$ cat src/design/halo_tile_address_mapper_core_defines.svh
// Assertion macros shared by the halo tile address mapper RTL.
// No dependencies; included by files that carry concurrent assertions.
`ifndef HALO_TILE_ADDRESS_MAPPER_CORE_DEFINES_SVH
`define HALO_TILE_ADDRESS_MAPPER_CORE_DEFINES_SVH

// Same-cycle implication, disabled while reset is asserted (active low).
`define HATM_ASSERT_IMPL(lbl, clk, rst_n, ante, cons, msg) \
    lbl: assert property (@(posedge clk) disable iff (!(rst_n)) (ante) |-> (cons)) \
        else $error(msg);

// Next-cycle implication, disabled while reset is asserted (active low).
`define HATM_ASSERT_NEXT(lbl, clk, rst_n, ante, cons, msg) \
    lbl: assert property (@(posedge clk) disable iff (!(rst_n)) (ante) |=> (cons)) \
        else $error(msg);

`endif

$ cat src/design/hatm_pkg.sv
// Package for the halo tile address mapper: field widths, register codes,
// payload structs and small helper functions. No dependencies.
`timescale 1ns / 1ps

package hatm_pkg;

    // field widths
    localparam int TN_W       = 20;
    localparam int LOC_W      = 10;
    localparam int NT_W       = 7;
    localparam int TS_W       = 11;
    localparam int HALO_W     = 8;
    localparam int SUB_W      = 11;
    localparam int GRID_W     = 13;
    localparam int GI_W       = 36;
    localparam int BO_W       = 50;
    localparam int ELEM_SHIFT = 2;           // float32 element: 4 bytes
    localparam int SPAN_W     = SUB_W + 1;   // halo + subtile fits here
    localparam int PROD_W     = NT_W + SUB_W;
    localparam int DIV_STEP   = 4;           // quotient bits per divider stage

    // configuration port
    localparam int CFG_IDX_W  = 3;
    localparam int CFG_DATA_W = 13;

    localparam logic [CFG_IDX_W-1:0] CFG_TILES_PER_AXIS = 3'd0;
    localparam logic [CFG_IDX_W-1:0] CFG_TILE_SIZE      = 3'd1;
    localparam logic [CFG_IDX_W-1:0] CFG_HALO_WIDTH     = 3'd2;
    localparam logic [CFG_IDX_W-1:0] CFG_SUBTILE_SIZE   = 3'd3;
    localparam logic [CFG_IDX_W-1:0] CFG_GRID_SIZE      = 3'd4;

    typedef struct packed {
        logic [NT_W-1:0]   tiles_per_axis;
        logic [TS_W-1:0]   tile_size;
        logic [HALO_W-1:0] halo_width;
        logic [SUB_W-1:0]  subtile_size;
        logic [GRID_W-1:0] grid_size;
    } t_cfg;

    localparam t_cfg CFG_RESET = '{
        tiles_per_axis: 7'd1,
        tile_size:      11'd64,
        halo_width:     8'd0,
        subtile_size:   11'd64,
        grid_size:      13'd64
    };

    typedef struct packed {
        logic [TN_W-1:0]  tile_number;
        logic [LOC_W-1:0] local_x;
        logic [LOC_W-1:0] local_y;
        logic [LOC_W-1:0] local_z;
    } t_in;

    typedef struct packed {
        logic [GI_W-1:0] global_index;
        logic [BO_W-1:0] byte_offset;
        logic            in_interior;
        logic            bad_tile;
    } t_out;

    // pipeline stages of a restoring divider over a w-bit dividend
    function automatic int div_stages(int w);
        return (w + DIV_STEP - 1) / DIV_STEP;
    endfunction

    // dividend width of the per-axis wrap: tix*sub + local + (grid << HALO_W)
    function automatic int axis_dvd_w(int mgb);
        return (((mgb + 1 + HALO_W) > (PROD_W + 1)) ? (mgb + 1 + HALO_W) : (PROD_W + 1)) + 1;
    endfunction

    // halo <= l < halo + subtile
    function automatic logic in_span(logic [LOC_W-1:0] l, logic [HALO_W-1:0] h,
                                     logic [SUB_W-1:0] s);
        logic [SPAN_W-1:0] lo;
        logic [SPAN_W-1:0] hi;
        logic [SPAN_W-1:0] lv;
        lo = SPAN_W'(h);
        hi = SPAN_W'(h) + SPAN_W'(s);
        lv = SPAN_W'(l);
        return (lv >= lo) && (lv < hi);
    endfunction

endpackage

$ cat src/design/hatm_boff.sv
// Byte offset in tile-major float32 layout, three-stage Horner chain:
// ((idx*T + lz)*T + ly)*T + lx, scaled by 4. Depends on hatm_pkg.
`timescale 1ns / 1ps

module hatm_boff #(
    parameter int MAX_TILE_BITS = 10
) (
    input  logic                        i_clk,
    input  logic [hatm_pkg::TN_W-1:0]   i_idx0,
    input  logic [hatm_pkg::LOC_W-1:0]  i_lx,
    input  logic [hatm_pkg::LOC_W-1:0]  i_ly,
    input  logic [hatm_pkg::LOC_W-1:0]  i_lz,
    input  logic [MAX_TILE_BITS:0]      i_tsz,
    output logic [hatm_pkg::BO_W-1:0]   o_offset
);
    import hatm_pkg::*;

    localparam int TW  = MAX_TILE_BITS + 1;
    localparam int B1W = TN_W + TW + 1;
    localparam int IW  = BO_W - ELEM_SHIFT;   // element index, kept mod 2^IW

    logic [B1W-1:0]   r_b1;
    logic [IW-1:0]    r_b2;
    logic [IW-1:0]    r_b3;
    logic [LOC_W-1:0] r_ly1;
    logic [LOC_W-1:0] r_lx1;
    logic [LOC_W-1:0] r_lx2;

    always_ff @(posedge i_clk) begin
        r_b1  <= B1W'(i_idx0) * B1W'(i_tsz) + B1W'(i_lz);
        r_ly1 <= i_ly;
        r_lx1 <= i_lx;
        r_b2  <= IW'(r_b1) * IW'(i_tsz) + IW'(r_ly1);
        r_lx2 <= r_lx1;
        r_b3  <= r_b2 * IW'(i_tsz) + IW'(r_lx2);
    end

    assign o_offset = {r_b3, {ELEM_SHIFT{1'b0}}};

endmodule

$ cat config.mk
export PLATFORM = sky130hd
export DESIGN_NAME = hatm_boff
export DESIGN_NICKNAME = d
export VERILOG_FILES = /design/src/design/halo_tile_address_mapper_core_defines.svh /design/src/design/hatm_pkg.sv /design/src/design/hatm_boff.sv
export SDC_FILE = /design/constraint.sdc
export NUM_CORES = 2
export LEC_CHECK = 0
export BUFFER_PORTS_ARGS = -buffer_cell sky130_fd_sc_hd__buf_2
export CAP_MARGIN = 20
export CORE_MARGIN = 2
export CORE_UTILIZATION = 50
export DETAILED_ROUTE_END_ITERATION = 12
export GPL_TIMING_DRIVEN = 0
export PLACE_DENSITY = 0.73
export SYNTH_ARGS = -nofsm -noshare
export SYNTH_HDL_FRONTEND = slang
export SYNTH_SLANG_ARGS = --single-unit
$ cat constraint.sdc
create_clock -name i_clk -period 18.73 [get_ports i_clk]
set_input_delay 0.9365 -clock i_clk [delete_from_list [all_inputs] [get_ports i_clk]]
set_output_delay 0.9365 -clock i_clk [all_outputs]
set_load 0.01 [all_outputs]
Word level (Yosys, flattened, before mapping)
Cells that the tools add are included.
{"block": "op_classes", "addsub": 3, "n_mul": 3}
{"operator": "$add A48 B10 Y48", "count": 1}
{"operator": "$mul A44 B11 Y48", "count": 1}
{"operator": "$add A43 B10 Y44", "count": 1}
{"operator": "$mul A32 B11 Y43", "count": 1}
{"operator": "$add A31 B10 Y32", "count": 1}
{"operator": "$mul A20 B11 Y31", "count": 1}
{"block": "totals", "ff_bits": 154, "input_bits": 62, "out_inout_bits": 50}

Longest topological paths before layout
{"block": "depth", "depth_word": 2, "depth_mapped": 24, "ltp_nobuf": 21}

Worst setup path before layout
No wires, ideal clock.
{"block": "synth_path", "path_type": "input -> register", "start": "in i_tsz[2]", "end": "reg r_b3[38]", "setup_time_ns": 0.072, "arrival_time_ns": 6.472, "path_slack_ns": 12.186, "stages": 23, "n_path_buf": 4, "cell_sequence": "clkbuf_1 > clkbuf_1 > clkbuf_1 > nand2_1 > fa_1 > fa_1 > inv_1 > fa_1 > fa_1 > inv_1 > fa_1 > inv_1 > ha_1 > buf_6 > a21oi_4 > nand2_1 > a2111oi_2 > a31oi_1 > a41o_1 > a311o_1 > a31o_1 > a21oi_2 > xnor2_1"}
{"block": "synth_between", "elab_chain_len": 2}
{"item": "from (decl)", "line_no": "hatm_boff.sv:13", "rtl": "input logic [MAX_TILE_BITS:0] i_tsz,"}
{"item": "$mul A44 B11 Y48", "line_no": "hatm_boff.sv:35", "rtl": "r_b3 <= r_b2 * IW'(i_tsz) + IW'(r_lx2);"}
{"item": "$add A48 B10 Y48", "line_no": "hatm_boff.sv:35"}
{"item": "to (signal assigned)", "line_no": "hatm_boff.sv:35"}
{"item": "to (decl)", "line_no": "hatm_boff.sv:24", "rtl": "logic [IW-1:0] r_b3;"}
No other way between the ends.

Worst setup path in the final report
{"block": "layout_path", "start": "in i_tsz[4]", "end": "reg r_b2[35]"}
{"block": "layout_between", "elab_chain_len": 2}
{"item": "$mul A32 B11 Y43", "line_no": "hatm_boff.sv:33", "rtl": "r_b2 <= IW'(r_b1) * IW'(i_tsz) + IW'(r_ly1);"}
{"item": "$add A43 B10 Y44", "line_no": "hatm_boff.sv:33"}
{"item": "to (signal assigned)", "line_no": "hatm_boff.sv:33"}
{"item": "to (decl)", "line_no": "hatm_boff.sv:23", "rtl": "logic [IW-1:0] r_b2;"}
No other way between the ends.

==> impl_metrics.toml <==
[global_route]
overflow = 0
antenna_found_initial = 10
grt_pass1_wl_um = 161000
grt_max_degree = 17
grt_pass1_vias = 29700
grt.total_usage_pct = 28.2

[clock_tree]
cts_sinks = 154
cts_resized = 0
clk_latency_ps = 510
postCtsSetupRepairBufs = 0
htreeDepth = 4
tritoncts = "built"
clockRootBuffer = "clkbuf_16"
clk_pin_slew_ps = 70
numCtsBuffers = 17
postCtsHoldBufs = 0
cts_buffer_depth = 2

[placed_design]
portBuffers = 102
dp_hpwl_um = 83000
gp_congestion = 0.956

[die]
die_area_um2 = 75800
die_w_um = 275
start_util_pct = 50.5
dieHeight_um = 275
pin_count = 112
core_area_um2 = 73000
row_count = 99

[detailed_routing]
first_iter_violations = 2034
totalWireLength_um = 100000
wl_met1_um = 39000
routed_via_density = 5.33
top_layer = "met5"
dr_wl_met2_um = 46800
drtPass1Iterations = 5
vias = 28000
antenna_left = 0
wire_per_inst_um = 19.1
drc_errors = 0
met3_wirelength_um = 9070

[synth]
synth_top_area_share_pct = 44.6
synth_area_um2 = 36800
synth_top_cells_by_count = "inv_1 (982), fa_1 (820), nand2_1 (641)"
synth_area_leaders = "fa_1 (45%), inv_1 (10%), ha_1 (9.9%)"
synth_enable_flop_cells = 0
ys_warn_count = 0
synth_most_common_cell = "inv_1"
ys_ff_latch = 154
ys_seq_area_share_pct = 8.37
ys_types = 65
synthArstFlopShare_pct = 0
synthCells = 4155
postSynthAreaPerCell_um2 = 8.86
yosysTopAreaCell = "fa_1"
synth_ff_type = "dfxtp_1"

[timing]
post-route-period-util_pct = 44.3
relSlewSlack_pct = 19.3
fin_skew_ps = 12.9
hold_viol_final = 0
finalWorstPathRequiredPeriod_ps = 8300
tns_ps = 0
setup_viol = 0
fmax_mhz = 121
tightest_slew_ps = 1210
rsz0062_at_grt = "false"
drv_slew = 0

[critical_path]
cp_slowest_stage_delay_ps = 930
critical_path.cell_chain = "clkbuf_1, clkbuf_1, clkbuf_1, nand2_1, fa_1, fa_1, fa_1, inv_1, fa_1, inv_1, fa_1, inv_1, ha_1, clkbuf_1, nand2_1, nor2_1, nand3_1, nor4_1, nand3_1, a31oi_1, a21o_1, a21oi_1, xnor2_1"
crit_path_max_fanout = 10
critPathRequiredTime_ps = 19100
critPathLaunchType = "input pin"
slowest_stage = "clkbuf_1"
crit_type = "in2reg"
cp-end-kind = "register"
cpMostUsedCell = "fa_1"
arrival_ps = 8670

[finish]
fin_util_pct = 53.7
drive_gt1_share_pct = 3.54
syn_to_final_growth_pct = 6.39
fin_nets = 5452
filler_cell_count = 6712

[hold_path]
hp-class = "reg2reg"

[status]
status = "complete, no violations"

[flow_run]
cap_violations = 0
-- routing by layer --
metal	global-route usage (%)	vias to the layer above
met5	0	-
met4	14.1	2
met3	6.99	248
met2	45.2	1102
met1	35.6	14200
li1	-	12400
-- worst max-delay path, delay by kind of cell --
family / cells / cell delay, ps
xor+xnor: 1 / 320
compound gates: 3 / 900
buf+inv: 7 / 2500
fa+ha+maj: 6 / 2770
simple gates: 6 / 1240
-- registers in the layout, summed over array words and instances, names as in the netlist --
name,count
r_ly1,10
r_b2,44
r_lx1,10
r_lx2,10
r_b3,48
r_b1,32
-- area by class of cell --
type                    instances  area, µm²  area share (%)
inverters                     982       3690            9.41
clock buffers                  18        429            1.10
diodes                          6       15.0          0.0383
well taps                     959       1200            3.06
plain buffers                 216        827            2.11
repair buffers                105        556            1.42
clock inverters                14        150           0.383
flip-flops and latches        154       3080            7.87
multi-input cells            2804      29200            74.6
-- final timing paths --
check | slack [ps] | startpoint | cells after the start | endpoint
hold reg to reg | 330 | r_lx1[9] | 0 | r_lx2[9]
setup reg to reg | 12030 | r_b1[21] | 21 | r_b2[35]
setup / recovery | 10430 | i_tsz[4] | 23 | r_b2[35]
hold / removal | 330 | r_lx1[9] | 0 | r_lx2[9]
-- placed cells by master (no fill, tap or decap), drive strengths merged, types with 12 or more instances in the layout --
master	synthesis	layout
a21o	60	60
a21oi	111	111
and2	459	459
buf	5	110
clkbuf	211	229
dfxtp	154	154
fa	820	820
ha	290	290
inv	982	991
nand2	641	641
nand2b	12	12
nand3	20	20
nor2	48	48
nor2b	15	15
nor3	19	19
o21ai	53	53
o21bai	17	17
xnor2	81	81
xor2	30	30
-- stage by stage --
stage,hold slack (ps),instance area (µm²),setup slack (ps),std cells
4_1_cts,332,39200,10690,5251
3_3_place_gp,315,38500,10200,5217
5_1_grt,341,39200,10270,5252
3_5_place_dp,314,38600,10200,5219
6_report,330,39200,10430,5258
2_1_floorplan,310,36800,12190,4156
-- kinds of logic after synthesis --
logic type,synth area share [%]
buffers and inverters,12.3
muxes,0.0272
and+or+nand+nor,16.5
adders and majority gates,54.4
DFF,8.37
xor gates and xnor gates,2.64
other,0.0102
AOI/OAI and AO/OA,5.72
Power is left out: the tool's default activity adds up to more than one toggle a clock period on the data nets, which glitch-free logic cannot reach.
