===== src/design/halo_tile_address_mapper_core_defines.svh =====
// Assertion macros shared by the halo tile address mapper RTL.
// No dependencies; included by files that carry concurrent assertions.
`ifndef HALO_TILE_ADDRESS_MAPPER_CORE_DEFINES_SVH
`define HALO_TILE_ADDRESS_MAPPER_CORE_DEFINES_SVH

// Same-cycle implication, disabled while reset is asserted (active low).
`define HATM_ASSERT_IMPL(lbl, clk, rst_n, ante, cons, msg) \
    lbl: assert property (@(posedge clk) disable iff (!(rst_n)) (ante) |-> (cons)) \
        else $error(msg);

// Next-cycle implication, disabled while reset is asserted (active low).
`define HATM_ASSERT_NEXT(lbl, clk, rst_n, ante, cons, msg) \
    lbl: assert property (@(posedge clk) disable iff (!(rst_n)) (ante) |=> (cons)) \
        else $error(msg);

`endif


===== src/design/hatm_pkg.sv =====
// Package for the halo tile address mapper: field widths, register codes,
// payload structs and small helper functions. No dependencies.
`timescale 1ns / 1ps

package hatm_pkg;

    // field widths
    localparam int TN_W       = 20;
    localparam int LOC_W      = 10;
    localparam int NT_W       = 7;
    localparam int TS_W       = 11;
    localparam int HALO_W     = 8;
    localparam int SUB_W      = 11;
    localparam int GRID_W     = 13;
    localparam int GI_W       = 36;
    localparam int BO_W       = 50;
    localparam int ELEM_SHIFT = 2;           // float32 element: 4 bytes
    localparam int SPAN_W     = SUB_W + 1;   // halo + subtile fits here
    localparam int PROD_W     = NT_W + SUB_W;
    localparam int DIV_STEP   = 4;           // quotient bits per divider stage

    // configuration port
    localparam int CFG_IDX_W  = 3;
    localparam int CFG_DATA_W = 13;

    localparam logic [CFG_IDX_W-1:0] CFG_TILES_PER_AXIS = 3'd0;
    localparam logic [CFG_IDX_W-1:0] CFG_TILE_SIZE      = 3'd1;
    localparam logic [CFG_IDX_W-1:0] CFG_HALO_WIDTH     = 3'd2;
    localparam logic [CFG_IDX_W-1:0] CFG_SUBTILE_SIZE   = 3'd3;
    localparam logic [CFG_IDX_W-1:0] CFG_GRID_SIZE      = 3'd4;

    typedef struct packed {
        logic [NT_W-1:0]   tiles_per_axis;
        logic [TS_W-1:0]   tile_size;
        logic [HALO_W-1:0] halo_width;
        logic [SUB_W-1:0]  subtile_size;
        logic [GRID_W-1:0] grid_size;
    } t_cfg;

    localparam t_cfg CFG_RESET = '{
        tiles_per_axis: 7'd1,
        tile_size:      11'd64,
        halo_width:     8'd0,
        subtile_size:   11'd64,
        grid_size:      13'd64
    };

    typedef struct packed {
        logic [TN_W-1:0]  tile_number;
        logic [LOC_W-1:0] local_x;
        logic [LOC_W-1:0] local_y;
        logic [LOC_W-1:0] local_z;
    } t_in;

    typedef struct packed {
        logic [GI_W-1:0] global_index;
        logic [BO_W-1:0] byte_offset;
        logic            in_interior;
        logic            bad_tile;
    } t_out;

    // pipeline stages of a restoring divider over a w-bit dividend
    function automatic int div_stages(int w);
        return (w + DIV_STEP - 1) / DIV_STEP;
    endfunction

    // dividend width of the per-axis wrap: tix*sub + local + (grid << HALO_W)
    function automatic int axis_dvd_w(int mgb);
        return (((mgb + 1 + HALO_W) > (PROD_W + 1)) ? (mgb + 1 + HALO_W) : (PROD_W + 1)) + 1;
    endfunction

    // halo <= l < halo + subtile
    function automatic logic in_span(logic [LOC_W-1:0] l, logic [HALO_W-1:0] h,
                                     logic [SUB_W-1:0] s);
        logic [SPAN_W-1:0] lo;
        logic [SPAN_W-1:0] hi;
        logic [SPAN_W-1:0] lv;
        lo = SPAN_W'(h);
        hi = SPAN_W'(h) + SPAN_W'(s);
        lv = SPAN_W'(l);
        return (lv >= lo) && (lv < hi);
    endfunction

endpackage


===== src/design/hatm_div.sv =====
// Pipelined restoring divider, STEP quotient bits per register stage.
// Imports hatm_pkg; the stage count is computed locally.
`timescale 1ns / 1ps

module hatm_div #(
    parameter int DVD_W = 20,
    parameter int DVS_W = 7,
    parameter int STEP  = 4
) (
    input  logic             i_clk,
    input  logic [DVD_W-1:0] i_dvd,
    input  logic [DVS_W-1:0] i_dvs,
    output logic [DVD_W-1:0] o_quo,
    output logic [DVS_W-1:0] o_rem
);
    import hatm_pkg::*;

    localparam int NSTG = (DVD_W + STEP - 1) / STEP;

    // r_wrk: unused dividend bits on top, quotient bits shifting in below
    logic [DVD_W-1:0] r_wrk [NSTG];
    logic [DVS_W-1:0] r_rem [NSTG];
    logic [DVD_W-1:0] a_wrk [NSTG];
    logic [DVS_W-1:0] a_rem [NSTG];
    logic [DVD_W-1:0] n_wrk [NSTG];
    logic [DVS_W-1:0] n_rem [NSTG];

    genvar s;
    generate
        for (s = 0; s < NSTG; s++) begin : g_stg
            if (s == 0) begin : g_first
                assign a_wrk[s] = i_dvd;
                assign a_rem[s] = '0;
            end else begin : g_next
                assign a_wrk[s] = r_wrk[s-1];
                assign a_rem[s] = r_rem[s-1];
            end

            always_comb begin
                logic [DVD_W-1:0] wrk;
                logic [DVS_W-1:0] rem;
                logic [DVS_W:0]   trial;
                wrk   = a_wrk[s];
                rem   = a_rem[s];
                trial = '0;
                for (int k = 0; k < STEP; k++) begin
                    if (s * STEP + k < DVD_W) begin
                        trial = {rem, wrk[DVD_W-1]};
                        wrk   = {wrk[DVD_W-2:0], 1'b0};
                        if (trial >= {1'b0, i_dvs}) begin
                            trial  = trial - {1'b0, i_dvs};
                            wrk[0] = 1'b1;
                        end
                        rem = trial[DVS_W-1:0];
                    end
                end
                n_wrk[s] = wrk;
                n_rem[s] = rem;
            end
        end
    endgenerate

    always_ff @(posedge i_clk) begin
        for (int k = 0; k < NSTG; k++) begin
            r_wrk[k] <= n_wrk[k];
            r_rem[k] <= n_rem[k];
        end
    end

    assign o_quo = r_wrk[NSTG-1];
    assign o_rem = r_rem[NSTG-1];

endmodule


===== config.mk =====
export PLATFORM = sky130hd
export DESIGN_NAME = hatm_div
export DESIGN_NICKNAME = d
export VERILOG_FILES = /design/src/design/halo_tile_address_mapper_core_defines.svh /design/src/design/hatm_pkg.sv /design/src/design/hatm_div.sv
export SDC_FILE = /design/constraint.sdc
export NUM_CORES = 1
export LEC_CHECK = 0
export BUFFER_PORTS_ARGS = -buffer_cell sky130_fd_sc_hd__buf_4
export CORE_UTILIZATION = 45
export DETAILED_ROUTE_END_ITERATION = 10
export GPL_ROUTABILITY_DRIVEN = 0
export GPL_TIMING_DRIVEN = 0
export PLACE_DENSITY = 0.69
export SLEW_MARGIN = 10
export SYNTH_ARGS = -nofsm -noshare
export SYNTH_HDL_FRONTEND = slang
export SYNTH_SLANG_ARGS = --single-unit

===== constraint.sdc =====
create_clock -name i_clk -period 12.4 [get_ports i_clk]
set_input_delay 1.24 -clock i_clk [delete_from_list [all_inputs] [get_ports i_clk]]
set_output_delay 1.24 -clock i_clk [all_outputs]
set_load 0.02 [all_outputs]

* Word level (Yosys, flattened, before mapping)
Memories as Yosys holds them, arrays and structs flattened.
Index checks and enable logic that the tools add are counted.
** Storage, ports and cells
- Bits in registers :: 0
- RAM bits :: 135
- Input bits :: 28
- Output and inout bits :: 27
- Logic and storage cells :: 82
- Memories :: 2
** Memory list
- r_wrk :: words 5, width 20, rd ports 5, clocked after memory_dff 0, write ports 5, RTL line hatm_div.sv:21 : logic [DVD_W-1:0] r_wrk [NSTG];
- r_rem :: words 5, width 7, rd ports 5, clocked after memory_dff 0, write ports 5, RTL line hatm_div.sv:22 : logic [DVS_W-1:0] r_rem [NSTG];
** Cells by class
- Add/subtract/negate cells :: 20
- Order comparisons :: 20
- Muxes and demuxes :: 40
** Operators by type and width (number)
- 8-bit by 7-bit >= comparator with 1-bit output :: 19
- 7-bit two-way mux :: 20
- 7-bit subtractor :: 19
- 1-bit two-way mux :: 20
- 1-bit by 7-bit >= comparator with 1-bit output :: 1
- 1-bit by 7-bit subtractor with 7-bit output :: 1

* Longest topological paths before layout
An unclocked memory read counts as a cell.
- Depth in word-level cells :: 9
- Gate-level depth with buffers :: 38

* Least setup slack after synthesis
Ideal clock, no wire load.
- Path type :: in2reg
- Start :: input port i_dvs[1]
- End :: memory r_rem[1][4], in the netlist r_rem[0][11]
- Setup time :: 122 ps
- Arrival :: 8742 ps
- Data required time :: 12278 ps
- Setup slack :: 3536 ps
- Stages on the path :: 32
- Buffers on the path :: 1
- Cells stage by stage :: inv_1 -> fa_1 -> a211oi_1 -> o21a_1 -> o211a_1 -> buf_2 -> mux2_2 -> ha_1 -> o21ai_0 -> a21oi_1 -> o31a_1 -> a211oi_2 -> mux2i_1 -> ha_1 -> nor2b_1 -> o31a_1 -> o21ai_0 -> nand3b_1 -> a21oi_1 -> o21a_1 -> inv_2 -> mux2_2 -> ha_1 -> and3_1 -> a41o_1 -> o32ai_1 -> o221ai_1 -> mux2i_1 -> o211ai_1 -> a21bo_2 -> inv_1 -> a221o_1
** RTL lines
- from (decl) :: RTL line hatm_div.sv:12 : input logic [DVS_W-1:0] i_dvs,
- to (decl) :: RTL line hatm_div.sv:22

==> flow_summary.ini <==
[outcome]
status = complete, no violations

[synth]
async_flop_share_pct = 0
syn_area_um2 = 10060
synth_cells = 1100
synth_edf_count = 0
yosysSeqAreaShare_pct = 26.86
yosys_warnings = 0
synth.distinct_cells = 82
syn_avg_cell_area_um2 = 9.146
synth_fp_nets = 1282
synth_flop_cell = dfxtp_1
synth_seq_cells = 135

[clocking]
cts_resized = 0
post_cts_buffers = 0
cts_max_level = 4
cts.sinks = 135
clockRootBuffer = clkbuf_16
hold_buffers = 0
cts_made_buffers = 17
cts_tree = yes
clkTransAtPathRegs_ps = 60
clock_path_buffers = 2
clk_latency_ps = 440

[die]
die_x_um = 151.5
die_area_um2 = 22960
num_rows = 54
start_util_pct = 45.96
die_h_um = 151.5
io_pins = 55
core_area_um2 = 21890

[global_route]
grt_use_total_pct = 20.96
overflow = 0
grt_pass1_wl_mm = 37.73
antenna_found_initial = 0
grt_max_degree = 21
first_global_vias = 8060

[worst_setup_path]
crit_end = r_rem[0][12]
crit_family = compound AO/OA/AOI/OAI gates
crit_type = in2reg
r2r_setup_slack_ps = 3410
critical_path.startpoint = i_dvs[1]
endpoint_kind = flop
max_stage_delay_ps = 540
cp.required_ps = 12720
r2r-start = r_wrk[0][19]
slowest_stage = a211oi_2
critPathArrivalTime_ps = 10560
critPathBufInv = 7
cp.depth = 36
rr_endpoint = r_rem[0][12]
cp_max_fo = 20
startpoint_type = input pin
worst_r2r_path_depth = 36

[routing]
wl_per_cell_um = 15.69
via_count = 8326
drc = 0
wirelength_mm = 22.99
via_per_inst = 5.683
drtAntennaViolNets = 0
drtPass1Iterations = 5
drtIter0Drc = 518

[timing]
setup_violations = 0
finalMaxSlewViolations = 0
rsz0062_at_grt = false
slew_headroom_pct = 23.66
worst_pin_slew_ps = 1144
tns_ps = 0
period_share_pct = 82.58
fin_crit_ps = 10240
finClkSkew_ps = 16.23
fmax_mhz = 97.66
hold_viol = 0

[finish]
area.growth.synth_to_final_pct = 12.98
layout.nets = 1356
diodes = 0
drive_above_1_share_pct = 13.33

[placed_design]
port_buffers = 54
dpl.hpwl_mm = 16.66

[job]
maxCapViolCount = 0

[worst_hold_path]
hold_class = reg2reg
-- cell type report --
type | count | area (um^2)
buffer | 14 | 70.07
clock inverter | 9 | 80.08
tap | 280 | 350.3
multi-input combinational | 856 | 6932
sequential | 135 | 2703
clock buffer | 21 | 450.4
inverter | 95 | 356.6
fill | 2053 | 10520
timing repair buffer | 55 | 425.4
-- per-stage QoR --
step,hold WS [ps],setup slack [ps],instances,utilization (%),instance area (um^2)
after CTS,321.1,2177,1465,51.93,11370
after floorplan,309.6,3536,1100,-,10060
after global routing,324.8,1442,1465,51.93,11370
final,316.3,2161,1465,51.93,11370
after detailed placement,312.1,1756,1435,49.50,10840
after global placement,309.7,1172,1434,49.41,10820
-- cell usage in the layout, fill, tap and decap left out, types with 32 or more instances in the layout --
cell,count
a21oi_1,58
buf_4,54
dfxtp_1,135
ha_1,135
inv_1,93
mux2_2,32
nand2_1,37
nor2_1,63
nor2b_1,40
o21a_1,38
o21ai_0,65
xnor2_1,37
-- state kept, by name (all words and copies together) (netlist names) --
signal	cells
r_rem	35
r_wrk	100
-- worst reg2reg max path: cells and delay by family (launching register included) --
kind / cells / cell delay, ps
AND/OR/NAND/NOR: 4 / 590
flip-flops: 1 / 310
AO/OA/AOI/OAI: 18 / 4730
adder cells (fa/ha/maj): 5 / 1580
multiplexers: 3 / 1020
buffers and inverters: 6 / 660
-- Yosys cell counts, drive strengths merged (21+ instances only) --
master / number / area (um^2)
inv: 95 / 356.6
nand2: 37 / 138.9
o21ai: 66 / 330.3
mux2i: 23 / 242.7
xnor2: 37 / 324.1
a21oi: 59 / 299.0
mux2: 34 / 382.9
nand3: 22 / 110.1
dfxtp: 135 / 2703
nor2: 63 / 236.5
ha: 135 / 1689
o21a: 38 / 285.3
a21o: 21 / 157.7
nor2b: 40 / 250.2
-- worst min-delay path by stage --
stage	depth (start not counted)	end	slack (ps)	startpoint
floorplan	0	r_wrk[0][24]	310	r_wrk[0][0]
global placement	0	r_wrk[0][97]	310	r_wrk[0][73]
detailed placement	0	r_wrk[0][29]	310	r_wrk[0][5]
CTS	0	r_wrk[0][58]	320	r_wrk[0][34]
global route	0	r_wrk[0][58]	320	r_wrk[0][34]
finish	0	r_wrk[0][58]	320	r_wrk[0][34]
-- cells by family after synthesis --
group	count (synthesis)	synth area share, %
compound gates	320	22.73
xor+xnor	55	4.788
fa+ha+maj	154	20.57
buf+inv	109	4.241
flops	135	26.86
mux	57	6.218
simple gates	270	14.59
-- per-layer routing --
layer,wire [um],share of wire (%),global-route usage [%],vias up
li1,-,-,-,4212
met1,10540,46,25.50,3921
met2,11260,49,36.96,153
met3,797,3.5,3.922,40
met4,393,1.7,6.881,0
met5,0,0,0,-
Power is not shown: default switching activity piles up to over one toggle a cycle in this logic, so the estimate is an artifact.
