**src/design/halo_tile_address_mapper_core_defines.svh**
```systemverilog
// Assertion macros shared by the halo tile address mapper RTL.
// No dependencies; included by files that carry concurrent assertions.
`ifndef HALO_TILE_ADDRESS_MAPPER_CORE_DEFINES_SVH
`define HALO_TILE_ADDRESS_MAPPER_CORE_DEFINES_SVH

// Same-cycle implication, disabled while reset is asserted (active low).
`define HATM_ASSERT_IMPL(lbl, clk, rst_n, ante, cons, msg) \
    lbl: assert property (@(posedge clk) disable iff (!(rst_n)) (ante) |-> (cons)) \
        else $error(msg);

// Next-cycle implication, disabled while reset is asserted (active low).
`define HATM_ASSERT_NEXT(lbl, clk, rst_n, ante, cons, msg) \
    lbl: assert property (@(posedge clk) disable iff (!(rst_n)) (ante) |=> (cons)) \
        else $error(msg);

`endif

```
**src/design/hatm_pkg.sv**
```systemverilog
// Package for the halo tile address mapper: field widths, register codes,
// payload structs and small helper functions. No dependencies.
`timescale 1ns / 1ps

package hatm_pkg;

    // field widths
    localparam int TN_W       = 20;
    localparam int LOC_W      = 10;
    localparam int NT_W       = 7;
    localparam int TS_W       = 11;
    localparam int HALO_W     = 8;
    localparam int SUB_W      = 11;
    localparam int GRID_W     = 13;
    localparam int GI_W       = 36;
    localparam int BO_W       = 50;
    localparam int ELEM_SHIFT = 2;           // float32 element: 4 bytes
    localparam int SPAN_W     = SUB_W + 1;   // halo + subtile fits here
    localparam int PROD_W     = NT_W + SUB_W;
    localparam int DIV_STEP   = 4;           // quotient bits per divider stage

    // configuration port
    localparam int CFG_IDX_W  = 3;
    localparam int CFG_DATA_W = 13;

    localparam logic [CFG_IDX_W-1:0] CFG_TILES_PER_AXIS = 3'd0;
    localparam logic [CFG_IDX_W-1:0] CFG_TILE_SIZE      = 3'd1;
    localparam logic [CFG_IDX_W-1:0] CFG_HALO_WIDTH     = 3'd2;
    localparam logic [CFG_IDX_W-1:0] CFG_SUBTILE_SIZE   = 3'd3;
    localparam logic [CFG_IDX_W-1:0] CFG_GRID_SIZE      = 3'd4;

    typedef struct packed {
        logic [NT_W-1:0]   tiles_per_axis;
        logic [TS_W-1:0]   tile_size;
        logic [HALO_W-1:0] halo_width;
        logic [SUB_W-1:0]  subtile_size;
        logic [GRID_W-1:0] grid_size;
    } t_cfg;

    localparam t_cfg CFG_RESET = '{
        tiles_per_axis: 7'd1,
        tile_size:      11'd64,
        halo_width:     8'd0,
        subtile_size:   11'd64,
        grid_size:      13'd64
    };

    typedef struct packed {
        logic [TN_W-1:0]  tile_number;
        logic [LOC_W-1:0] local_x;
        logic [LOC_W-1:0] local_y;
        logic [LOC_W-1:0] local_z;
    } t_in;

    typedef struct packed {
        logic [GI_W-1:0] global_index;
        logic [BO_W-1:0] byte_offset;
        logic            in_interior;
        logic            bad_tile;
    } t_out;

    // pipeline stages of a restoring divider over a w-bit dividend
    function automatic int div_stages(int w);
        return (w + DIV_STEP - 1) / DIV_STEP;
    endfunction

    // dividend width of the per-axis wrap: tix*sub + local + (grid << HALO_W)
    function automatic int axis_dvd_w(int mgb);
        return (((mgb + 1 + HALO_W) > (PROD_W + 1)) ? (mgb + 1 + HALO_W) : (PROD_W + 1)) + 1;
    endfunction

    // halo <= l < halo + subtile
    function automatic logic in_span(logic [LOC_W-1:0] l, logic [HALO_W-1:0] h,
                                     logic [SUB_W-1:0] s);
        logic [SPAN_W-1:0] lo;
        logic [SPAN_W-1:0] hi;
        logic [SPAN_W-1:0] lv;
        lo = SPAN_W'(h);
        hi = SPAN_W'(h) + SPAN_W'(s);
        lv = SPAN_W'(l);
        return (lv >= lo) && (lv < hi);
    endfunction

endpackage

```
**src/design/hatm_div.sv**
```systemverilog
// Pipelined restoring divider, STEP quotient bits per register stage.
// Imports hatm_pkg; the stage count is computed locally.
`timescale 1ns / 1ps

module hatm_div #(
    parameter int DVD_W = 20,
    parameter int DVS_W = 7,
    parameter int STEP  = 4
) (
    input  logic             i_clk,
    input  logic [DVD_W-1:0] i_dvd,
    input  logic [DVS_W-1:0] i_dvs,
    output logic [DVD_W-1:0] o_quo,
    output logic [DVS_W-1:0] o_rem
);
    import hatm_pkg::*;

    localparam int NSTG = (DVD_W + STEP - 1) / STEP;

    // r_wrk: unused dividend bits on top, quotient bits shifting in below
    logic [DVD_W-1:0] r_wrk [NSTG];
    logic [DVS_W-1:0] r_rem [NSTG];
    logic [DVD_W-1:0] a_wrk [NSTG];
    logic [DVS_W-1:0] a_rem [NSTG];
    logic [DVD_W-1:0] n_wrk [NSTG];
    logic [DVS_W-1:0] n_rem [NSTG];

    genvar s;
    generate
        for (s = 0; s < NSTG; s++) begin : g_stg
            if (s == 0) begin : g_first
                assign a_wrk[s] = i_dvd;
                assign a_rem[s] = '0;
            end else begin : g_next
                assign a_wrk[s] = r_wrk[s-1];
                assign a_rem[s] = r_rem[s-1];
            end

            always_comb begin
                logic [DVD_W-1:0] wrk;
                logic [DVS_W-1:0] rem;
                logic [DVS_W:0]   trial;
                wrk   = a_wrk[s];
                rem   = a_rem[s];
                trial = '0;
                for (int k = 0; k < STEP; k++) begin
                    if (s * STEP + k < DVD_W) begin
                        trial = {rem, wrk[DVD_W-1]};
                        wrk   = {wrk[DVD_W-2:0], 1'b0};
                        if (trial >= {1'b0, i_dvs}) begin
                            trial  = trial - {1'b0, i_dvs};
                            wrk[0] = 1'b1;
                        end
                        rem = trial[DVS_W-1:0];
                    end
                end
                n_wrk[s] = wrk;
                n_rem[s] = rem;
            end
        end
    endgenerate

    always_ff @(posedge i_clk) begin
        for (int k = 0; k < NSTG; k++) begin
            r_wrk[k] <= n_wrk[k];
            r_rem[k] <= n_rem[k];
        end
    end

    assign o_quo = r_wrk[NSTG-1];
    assign o_rem = r_rem[NSTG-1];

endmodule

```
**src/design/hatm_axis.sv**
```systemverilog
// One axis of the periodic wrap: g = (tix*sub + local - halo) mod grid.
// Depends on hatm_pkg and hatm_div.
`timescale 1ns / 1ps

module hatm_axis #(
    parameter int MAX_GRID_BITS = 12
) (
    input  logic                         i_clk,
    input  logic [hatm_pkg::NT_W-1:0]    i_tix,
    input  logic [hatm_pkg::LOC_W-1:0]   i_local,
    input  hatm_pkg::t_cfg               i_cfg,
    input  logic [MAX_GRID_BITS:0]       i_grid,
    output logic [MAX_GRID_BITS:0]       o_coord
);
    import hatm_pkg::*;

    localparam int GW = MAX_GRID_BITS + 1;
    localparam int AW = axis_dvd_w(MAX_GRID_BITS);

    logic [PROD_W-1:0] r_prod;
    logic [AW-1:0]     r_bias;
    logic [AW-1:0]     r_sum;

    // grid << HALO_W exceeds any halo, so the dividend never goes negative
    always_ff @(posedge i_clk) begin
        r_prod <= PROD_W'(i_tix) * PROD_W'(i_cfg.subtile_size);
        r_bias <= AW'(i_local) + (AW'(i_grid) << HALO_W) - AW'(i_cfg.halo_width);
        r_sum  <= AW'(r_prod) + r_bias;
    end

    hatm_div #(
        .DVD_W (AW),
        .DVS_W (GW),
        .STEP  (DIV_STEP)
    ) u_mod (
        .i_clk (i_clk),
        .i_dvd (r_sum),
        .i_dvs (i_grid),
        .o_quo (),
        .o_rem (o_coord)
    );

endmodule

```
**config.mk**
```make
export PLATFORM = sky130hd
export DESIGN_NAME = hatm_axis
export DESIGN_NICKNAME = d
export VERILOG_FILES = /design/src/design/halo_tile_address_mapper_core_defines.svh /design/src/design/hatm_pkg.sv /design/src/design/hatm_div.sv /design/src/design/hatm_axis.sv
export SDC_FILE = /design/constraint.sdc
export NUM_CORES = 1
export LEC_CHECK = 0
export CAP_MARGIN = 10
export CORE_UTILIZATION = 61
export CTS_CLUSTER_DIAMETER = 100
export DETAILED_ROUTE_END_ITERATION = 6
export DONT_BUFFER_PORTS = 1
export HOLD_SLACK_MARGIN = 0.02
export PLACE_DENSITY = 0.77
export SETUP_SLACK_MARGIN = 0.02
export SLEW_MARGIN = 0
export SYNTH_ARGS = -nofsm -noshare
export SYNTH_HDL_FRONTEND = slang
export SYNTH_SLANG_ARGS = --single-unit
```
**constraint.sdc**
```tcl
create_clock -name i_clk -period 23.4 [get_ports i_clk]
set_clock_uncertainty 0.05 [all_clocks]
set_input_delay 0 -clock i_clk [delete_from_list [all_inputs] [get_ports i_clk]]
set_output_delay 0 -clock i_clk [all_outputs]
set_load 0.02 [all_outputs]
```
; Word level (Yosys, flattened, before mapping)
; Memory sizes are Yosys's and may differ from the RTL's.
; Index checks and enable logic that the tools add are counted.
; Widths: inputs -> output; s select.
[word_totals]
reg_bits = 62
ramBits = 210
inputBits = 81
elab_cells = 97
memories = 2
[op_classes]
n_addsub = 25
multipliers = 1
n_lt_le_gt_ge = 22
muxes = 44
[mem_list]
columns = name, words, word_bits, read_ports, rd_ports_with_merged_regs, write_ports, line_no
row1 = u_mod.r_wrk, 6, 22, 5, 0, 6, hatm_div.sv:21  ; logic [DVD_W-1:0] r_wrk [NSTG];
row2 = u_mod.r_rem, 6, 13, 6, 0, 6, hatm_div.sv:22  ; logic [DVS_W-1:0] r_rem [NSTG];
[op_table]
columns = operator, n
row1 = $ge 14x13->1, 21
row2 = $mux 13, 22
row3 = $sub 13x13->13, 21
row4 = $add 10x21->22, 1
row5 = $add 18x22->22, 1
row6 = $mux 1, 22
row7 = $sub 22x8->22, 1
row8 = $mul 7x11->18, 1
row9 = $ge 1x13->1, 1
row10 = $sub 1x13->13, 1

; Logic depth before layout (Yosys ltp)
; An unclocked memory read counts as a cell.
[depth]
ltp_word = 9
mapped_depth = 47
depth_no_buf = 43

; Modules after synthesis
; From an unflattened synthesis, not the netlist that was laid out.
[unflattened]
hier_cells = 3065
hier_area_um2 = 26062.5
[modules_own_cells]
columns = module, n_inst, cells_per_inst, area_per_inst_um2
row1 = hatm_div, 1, 2438, 20349.5
row2 = hatm_axis, 1, 627, 5713.0

; Least setup slack after synthesis
; No wires, ideal clock.
[synth_path]
path_type = reg2reg
start = memory u_mod.r_wrk[3][21] (netlist name)
end = memory u_mod.r_rem[4][8] (netlist name)
setup_time_ns = 0.122
t_arrival_ns = 9.784
t_required_ns = 23.228
slack_ns = 13.444
path_stages_with_launch = 43
n_path_buf = 5
path_cell_list = dfxtp_1 -> inv_1 -> ha_1 -> fa_1 -> nor2b_1 -> o31ai_1 -> a21oi_1 -> o21ai_0 -> a2bb2oi_1 -> clkbuf_1 -> mux2_2 -> ha_1 -> o211ai_1 -> a21oi_1 -> nor4_1 -> o31a_1 -> o21a_1 -> o21ai_0 -> (+7 left out) -> o41a_1 -> nor4b_1 -> a21oi_1 -> nand2_1 -> clkbuf_1 -> mux2i_1 -> ha_1 -> nor2b_1 -> o21ai_0 -> a21boi_0 -> o21ai_0 -> a21oi_1 -> a311o_1 -> a21oi_1 -> nand3_1 -> a21boi_0 -> clkbuf_1 -> a221o_1
[synth_lines]
columns = element, line_no
row1 = from (decl), hatm_div.sv:21
row2 = to (decl), hatm_div.sv:22

==> impl_metrics.yaml <==
status:
  outcome: "finished, final reports clean"
synthesis:
  synth.area.top_cells: "ha_1 (20%), dfxtp_1 (16%), xnor2_1 (6.4%), fa_1 (5.7%), mux2_2 (4.9%)"
  synth_edf_count: 0
  yosys.area.top_type_share: 0.197
  ys_ff_latch: 190
  synth_area_per_cell_um2: 8.28
  synth.distinct_cells: 70
  synth_cells: 2831
  async_reset_ff_frac: 0
  ys.flop_type: "dfxtp_1"
  yosysWarnings: 0
  synth_area_um2: 23400
  synth_top_area_cell: "ha_1"
  ys_seq_area_frac: 0.162
  synth_nets: 3348
timing:
  maxSlewHeadroom: 0.232
  min_period_ns: 11.13
  setup-tns-final_ns: 0
  setup_viol: 0
  hold_viol_final: 0
  rsz0062_at_grt: "false"
  tightest_slew_ns: 1.15
  fmax_mhz: 89.8
  slew_viol_final: 0
  period_share: 0.476
clocking:
  post-cts-setup-buffers: 0
  postCtsResizedCells: 0
  htreeDepth: 4
  cts.sinks: 190
  numCtsBuffers: 17
  cts.path.max_buffers: 2
  cts_tree: "yes"
  cts-root-buf: "clkbuf_16"
  cts_hold_buf: 43
  clkTransAtPathRegs_ns: 0.09
  clk_latency_ns: 0.47
floorplanning:
  start_util: 0.621
  die_area_um2: 39200
  rows: 71
  die_w_um: 198
  pin_count: 94
  core_area_um2: 37800
  die_y_um: 198
layout:
  drive_above_1_share: 0.0718
  mostFrequentLayoutCells: "ha_1 (369), inv_1 (226), a21oi_1 (216)"
  mostFrequentLayoutCell: "ha_1"
  n_antenna_cell: 0
  fin_nets: 3399
  syn_to_final_growth_pct: 7.46
  postLayoutCellArea_um2: 25200
placement:
  io_buffers: 0
  dpl.hpwl_um: 46600
  gp_congestion: 0.905
  dpl_cell_area_um2: 24100
setup_path:
  cp_slowest_cell: "a21boi_1"
  startpoint_type: "flip-flop"
  r2r_slack_ns: 12.27
  rr_worst_depth: 41
  crit_top_cell: "a21oi_1"
  crit_start: "u_mod.r_wrk[3][21]$_DFF_P_"
  cp_max_fo: 19
  r2r-end: "u_mod.r_rem[4][1]$_DFF_P_"
  r2r-start: "u_mod.r_wrk[3][21]$_DFF_P_"
  cp.required_ns: 23.63
  cp_slowest_stage_delay_ns: 0.97
  crit_arrival_ns: 11.37
  worstSetupEndpointType: "flip-flop"
  path_class: "reg -> reg"
  crit_end: "u_mod.r_rem[4][1]$_DFF_P_"
global_routing:
  grt_pass1_wl_um: 99200
  antenna_found_initial: 0
  use_met1: 0.408
  grt_start_max_net_pins: 26
  grtUsageMet2: 0.531
  grt.busiest_layer: "met2"
  met3_usage: 0.0395
  grt_pass1_vias: 20472
  grtUsageTotal: 0.314
  gr-total-overflow: 0
routing:
  drcViolationCount: 0
  detail_route.wirelength_um: 62000
  vias: 21244
  routedWlPerCell_um: 18.2
  ant_nets: 0
  drtIter0Drc: 1614
  first_pass_iters: 5
  viasPerCell: 6.24
job:
  drv_cap: 0
min_path:
  hp-class: "in -> reg"
metrics by stage:
stage,setup slack [ns],cells,util,hold slack [ns]
global placement,12.77,3330,0.639,0.103
CTS,12.47,3405,0.667,0.0202
floorplan,13.44,2831,-,0.0717
detailed placement,12.51,3330,0.639,0.110
global route,11.63,3406,0.667,0.0552
finish,12.27,3406,0.667,0.0451
registers in the layout, summed over array words and instances, names as in the netlist:
register and count:
r_bias 22, r_prod 18, r_sum 22, u_mod.r_rem 78
u_mod.r_wrk 50
critical path, delay by kind of cell (launching register included):
| family | cells | cell delay (ns) |
|---|---|---|
| flip-flops | 1 | 0.33 |
| buffers and inverters | 4 | 0.67 |
| AND/OR/NAND/NOR | 7 | 1.66 |
| multiplexers | 2 | 0.78 |
| AO/OA/AOI/OAI | 23 | 5.70 |
| adder cells (fa/ha/maj) | 5 | 1.75 |
layout make-up:
type / instances / area [um2]
Fill cell: 3085 / 12600
Sequential cell: 190 / 3800
Inverter: 226 / 848
Timing Repair Buffer: 74 / 663
Tap cell: 511 / 639
Multi-Input combinational cell: 2373 / 18600
Clock buffer: 17 / 425
Clock inverter: 15 / 189
cell families (layout without fill, tap and decap cells):
| family | Yosys count | after routing | synth area share |
|---|---|---|---|
| xor+xnor | 245 | 245 | 0.0916 |
| buf+inv | 268 | 332 | 0.0437 |
| flops | 190 | 190 | 0.162 |
| compound gates | 738 | 738 | 0.209 |
| simple gates | 806 | 806 | 0.168 |
| mux | 148 | 148 | 0.0705 |
| fa+ha+maj | 436 | 436 | 0.254 |
per-layer routing:
metal | wire (um) | vias to the layer above
met3 | 3720 | 130
met1 | 27800 | 10052
met4 | 1790 | 0
li1 | - | 10339
met2 | 28700 | 723
met5 | 0 | -
how the worst min path moves through the flow:
stage / from / end / slack [ns] / depth (start not counted)
6_report: i_grid[0] / u_mod.r_rem[1][1]$_DFF_P_ / 0.05 / 4
5_1_grt: i_grid[0] / u_mod.r_rem[1][1]$_DFF_P_ / 0.06 / 4
4_1_cts: i_grid[0] / u_mod.r_rem[1][1]$_DFF_P_ / 0.02 / 4
3_5_place_dp: i_cfg[13] / r_prod[0]$_DFF_P_ / 0.11 / 1
3_3_place_gp: i_cfg[13] / r_prod[0]$_DFF_P_ / 0.10 / 1
2_1_floorplan: i_cfg[13] / r_prod[0]$_DFF_P_ / 0.07 / 1
cell usage after synthesis (all sizes together) (38+ instances only):
master / number
ha: 369
inv: 226
a21oi: 216
nand2: 208
nor2: 199
dfxtp: 190
xnor2: 171
o21ai: 145
mux2: 110
xor2: 74
a21o: 71
fa: 67
nor3: 67
nor2b: 59
nand4: 49
and2: 48
o21a: 44
nand2b: 42
nand3: 41
mux2i: 38
Power is left out: the tool's default activity adds up to more than one toggle a clock period on the data nets, which glitch-free logic cannot reach.
